<file path="src/rtl/rsi_pkg.sv">
// shared constants for the ray / sphere intersection block
package rsi_pkg;

    localparam int COORD_WIDTH    = 32;
    localparam int DIR_WIDTH      = 16;
    localparam int DIR_FRAC       = 14;
    localparam int CFG_ADDR_WIDTH = 8;
    localparam int RADIUS_RESET   = 65536;

    // configuration register indexes
    localparam logic [CFG_ADDR_WIDTH-1:0] CFG_CENTER_X = 8'd0;
    localparam logic [CFG_ADDR_WIDTH-1:0] CFG_CENTER_Y = 8'd1;
    localparam logic [CFG_ADDR_WIDTH-1:0] CFG_CENTER_Z = 8'd2;
    localparam logic [CFG_ADDR_WIDTH-1:0] CFG_RADIUS   = 8'd3;

endpackage

</file>
<file path="src/rtl/rsi_square.sv">
// pipelined squarer built from half-width partial products: registered partial products, then a registered wide add
module rsi_square #(
    parameter int WIDTH = rsi_pkg::COORD_WIDTH + 1
) (
    input  logic                    i_clk,
    input  logic                    i_en,
    input  logic signed [WIDTH-1:0] i_a,
    output logic [2*WIDTH-1:0]      o_sq
);

    localparam int K  = WIDTH / 2;
    localparam int HW = WIDTH - K;
    localparam int SW = 2 * WIDTH + 2;

    logic signed [HW-1:0]   w_hi;
    logic signed [K:0]      w_lo;
    logic signed [2*HW-1:0] r_hh;
    logic signed [HW+K:0]   r_hl;
    logic [2*K-1:0]         r_ll;
    logic signed [SW-1:0]   n_sum;
    logic [2*WIDTH-1:0]     r_sq;

    assign w_hi = i_a[WIDTH-1:K];
    assign w_lo = $signed({1'b0, i_a[K-1:0]});

    // partial products, then one wide add
    always_ff @(posedge i_clk) begin
        if (i_en) begin
            r_hh <= w_hi * w_hi;
            r_hl <= w_hi * w_lo;
            r_ll <= i_a[K-1:0] * i_a[K-1:0];
            r_sq <= n_sum[2*WIDTH-1:0];
        end
    end

    always_comb begin
        n_sum = (SW'(r_hh) <<< (2 * K)) + (SW'(r_hl) <<< (K + 1))
              + $signed(SW'(r_ll));
    end

    assign o_sq = r_sq;

endmodule

</file>
<file path="config.mk">
export PLATFORM = sky130hd
export DESIGN_NAME = rsi_square
export DESIGN_NICKNAME = d
export VERILOG_FILES = /design/src/rtl/rsi_pkg.sv /design/src/rtl/rsi_square.sv
export SDC_FILE = /design/constraint.sdc
export NUM_CORES = 2
export LEC_CHECK = 0
export BUFFER_PORTS_ARGS = -buffer_cell sky130_fd_sc_hd__buf_2
export CAP_MARGIN = 0
export CORE_MARGIN = 8
export CORE_UTILIZATION = 60
export DETAILED_ROUTE_END_ITERATION = 10
export PLACE_DENSITY_LB_ADDON = 0.1
export RECOVER_POWER = 100
export SYNTH_ARGS = -nofsm -noshare
export SYNTH_HDL_FRONTEND = slang
export SYNTH_SLANG_ARGS = --single-unit
export TNS_END_PERCENT = 10
</file>
<file path="constraint.sdc">
create_clock -name i_clk -period 7.6 [get_ports i_clk]
set_input_delay 1.14 -clock i_clk [delete_from_list [all_inputs] [get_ports i_clk]]
set_output_delay 1.14 -clock i_clk [all_outputs]
set_load 0.05 [all_outputs]
</file>
* Word-level counts from Yosys, hierarchy flattened
Cells that the tools add are included.
** Word-level totals
- Flip-flop bits (word level) :: 166
- Bits in latches :: 0
- Memory bits (writable) :: 0
- Bits in read-only memories :: 0
- Input bits :: 35
- Output and inout bits :: 66
- Logic and storage cells :: 9
- Memories kept :: 0
** Cells by class
- $add $sub $neg :: 2
- $mul :: 3
- Divide/modulo/power cells :: 0
- Magnitude comparators :: 0
- Equality and inequality tests :: 0
- Shift operators :: 0
- Multiplexer cells :: 0
- Bitwise operators :: 0
- Reductions and logical operators :: 0
** Operators by type and width (number)
- 17-bit by 17-bit multiplier with 34-bit output :: 2
- 66-bit by 33-bit adder with 66-bit output :: 1
- 66-bit by 51-bit adder with 66-bit output :: 1
- 16-bit by 16-bit multiplier with 32-bit output :: 1

* Depth between registers and ports, before layout
- Word-level depth :: 2
- Depth in mapped cells :: 27
- Mapped depth without buffers :: 25

* Worst setup path after synthesis
No wires, ideal clock.
- Kind :: input-to-reg
- Start point :: input port i_a[20]
- End point :: register r_hh[33], data pin
- Library setup time :: 0.260 ns
- Data arrival time :: 6.988 ns
- Data required time :: 7.340 ns
- Slack :: 0.352 ns
- Cell stages on the path :: 23
- Path buffers :: 2
- Path through :: clkbuf_1 clkbuf_1 nand2_1 fa_1 inv_1 fa_1 inv_1 fa_1 fa_1 fa_1 fa_1 inv_1 ha_1 a21o_1 a21o_1 a21oi_1 a211oi_1 nor4b_1 a211o_1 a221oi_4 o2111ai_1 a21oi_1 xnor2_1
** Between the ends
- Longest elaborated chain between the ends :: 1
** Ends and longest elaborated chain
- from (decl) :: line rsi_square.sv:7 : input logic signed [WIDTH-1:0] i_a,
- 17-bit by 17-bit multiplier with 34-bit output :: line rsi_square.sv:29 : r_hh <= w_hi * w_hi;
- to (signal assigned) :: line rsi_square.sv:29
- to (decl) :: line rsi_square.sv:17 : logic signed [2*HW-1:0] r_hh;
Every way passes these cells.
A chain may end at the register's enable or synchronous reset.

* Final worst setup path
- Start point :: input port i_a[21]
- End point :: register r_hl[30], data pin
** Between the ends
- Longest elaborated chain between the ends :: 1
** Ends and longest elaborated chain
- 17-bit by 17-bit multiplier with 34-bit output :: line rsi_square.sv:30 : r_hl <= w_hi * w_lo;
- to (signal assigned) :: line rsi_square.sv:30
- to (decl) :: line rsi_square.sv:18 : logic signed [HW+K:0] r_hl;
Every way passes these cells.

==> flow_summary.ini <==
[yosys]
ys_warn_count = 0
ys_async_sr_fraction_pct = 0
synth_top_area_cell = fa_1
synth_cell_types = 69
synthTopCellsByCount = inv_1 (892), fa_1 (711), nand2_1 (359)
synthesis.area_um2 = 34600
synth_edf_count = 163
yosys_most_used_dff = edfxtp_1
synth_cells = 3532
synth.yosys.seq_area_share_pct = 14.2
synthTopCellsByArea = fa_1 (41%), edfxtp_1 (14%), ha_1 (12%)
synth.avg_cell_area_um2 = 9.79
synth.top_cell.area_share_pct = 41.2
ys_seq_elements = 163
synth.most_common_cell = inv_1
syn-num-nets = 4597

[sta]
fin_skew_ns = 0.0196
period_needed_ns = 7.25
worstMarginPinSlew_ns = 4.19
slew_violations = 168
final.setup.tns_ns = 0
fin_crit_sh_pct = 95.4
final_hold_viol_count = 0
setup_viol_count_final = 0
rsz0062_at_grt = no
slew_headroom_pct = -179
max_freq_ghz = 0.138

[critical_path]
critPathCaptureType = register
rr_startpoint = r_ll[19]$_DFFE_PP_
crit_type = in2reg
crit_required_ns = 7.84
r2r_cells = 11
critPathLaunchType = input port
r2r_setup_slack_ns = 2.99
cp_max_fo = 19
rr_endpoint = o_sq[64]$_DFFE_PP_
cp.arrival_ns = 7.49

[grt]
grt_overflow = 0
grt_max_degree = 75
grt_pass1_vias = 26600
antenna_found_initial = 11
grt_pass1_wl_mm = 135
grt_usage_pct = 25.8

[outcome]
status = complete, but fails checks
violations = capacitance limit, slew limit

[cts]
clkSinkCount = 163
cts_resized = 0
root_buffer = clkbuf_16
cts-hold-fix-buffers = 0
clock_path_buffers = 2
clkTransAtPathRegs_ns = 0.07
htree_levels = 4
postCtsSetupRepairBufs = 0
cts_buffers = 17
clock_latency_ns = 0.48
cts_tree = done

[detailed_routing]
dr.pass1.iters = 6
drt_first_iter_violations = 1295
vias_per_cell = 5.37
num_vias = 24000
wl_per_cell_um = 18.2
antenna_left = 0
post-route-drc-count = 0
finalWirelength_mm = 81.5

[place]
gp_congestion = 0.898
dpl.hpwl_mm = 69.2
io_buffers = 99

[floorplan]
die_h_um = 256
start_util_pct = 60.3
row_count = 88
ios = 101
coreArea_um2 = 57400
die_width_um = 256
dieArea_um2 = 65600

[layout]
nets = 4759
post_route_cells_drive_above_1_share_pct = 5.83
final_core_util_pct = 64.9
fillCellCount = 4718
seq_area_um2 = 4890
multi_input_area_um2 = 25800
areaGrowthSynthToFinish_pct = 7.70

[hold_path]
holdPathStages = 0
hold_class = reg2reg
hold_start = r_ll[6]$_DFFE_PP_
worstHoldEndpoint = o_sq[6]$_DFFE_PP_

[run]
cap_violations = 3
-- registers in the layout (all words and copies together), names as in the netlist --
register and flops:
r_hh 33, r_hl 34, o_sq 65, r_ll 31
-- cells in the final DEF, fill, tap and decap left out, types with 41 or more instances in the layout --
master / n
inv_1: 892
and2_1: 193
nand2_1: 359
nor2_1: 102
clkbuf_1: 97
fa_1: 711
a21o_1: 68
xor2_1: 41
a21oi_1: 121
o21ai_0: 59
xnor2_1: 116
edfxtp_1: 163
ha_1: 319
buf_4: 126
-- area by class of cell --
cell class | instances | area share (%)
clock buffers | 18 | 1.15
flip-flops and latches | 163 | 13.1
repair buffers | 265 | 4.36
clock inverters | 14 | 0.444
multi-input cells | 2353 | 69.3
inverters | 894 | 9.01
diodes | 4 | 0.0269
well taps | 765 | 2.57
-- layer usage --
metal | wire (um) | GRT usage, %
met4 | 1860 | 6.94
met3 | 5250 | 4.80
met2 | 40000 | 44.5
met1 | 34300 | 33.2
met5 | 53 | 0
-- critical path, cell delays in order --
cell      delay [ns]
buf_2           0.43
nand2_1         0.14
fa_1            0.52
inv_1           0.06
fa_1            0.51
inv_1           0.06
fa_1            0.52
inv_1           0.05
fa_1            0.48
fa_1            0.51
inv_1           0.06
fa_1            0.48
inv_1           0.04
ha_1            0.34
nand3_1         0.10
nor2_1          0.14
o211ai_1        0.15
a21boi_0        0.20
clkbuf_1        0.25
a21oi_1         0.19
a211o_1         0.34
nand3_1         0.15
nand2_1         0.08
xnor2_1         0.16
clkbuf_1        0.34
-- worst max path at each step --
| stage | startpoint | end | slack (ns) | cells after the start |
|---|---|---|---|---|
| after floorplan | i_a[20] | r_hh[33]$_DFFE_PP_ | 0.35 | 23 |
| after global placement | i_a[21] | r_hl[29]$_DFFE_PP_ | 0.05 | 26 |
| after detailed placement | i_a[26] | r_hh[33]$_DFFE_PP_ | 0.03 | 26 |
| after CTS | i_a[24] | r_hl[29]$_DFFE_PP_ | 0.56 | 26 |
| after global routing | i_a[21] | r_hl[23]$_DFFE_PP_ | 0.11 | 26 |
| final | i_a[21] | r_hl[30]$_DFFE_PP_ | 0.35 | 25 |
-- through the flow --
step	instances	hold slack [ns]	setup slack, ns	cell area (um^2)
3_3_place_gp	4440	0.402	0.0541	36900
5_1_grt	4474	0.437	0.108	37200
6_report	4476	0.421	0.348	37200
3_5_place_dp	4440	0.406	0.0289	36900
4_1_cts	4472	0.422	0.556	37500
2_1_floorplan	3532	0.400	0.352	34600
-- logic make-up (layout without fill, tap and decap cells) --
family	after synthesis	count (layout)	share of synthesized area, %
fa+ha+maj	1030	1030	52.7
other cells	1	5	0.0108
simple gates	794	794	10.9
xor+xnor	157	157	3.98
buf+inv	1016	1191	11.0
flops	163	163	14.2
compound gates	367	367	7.05
mux	4	4	0.119
Power is left out: the tool's default activity adds up to more than one toggle a clock period on the data nets, which glitch-free logic cannot reach.
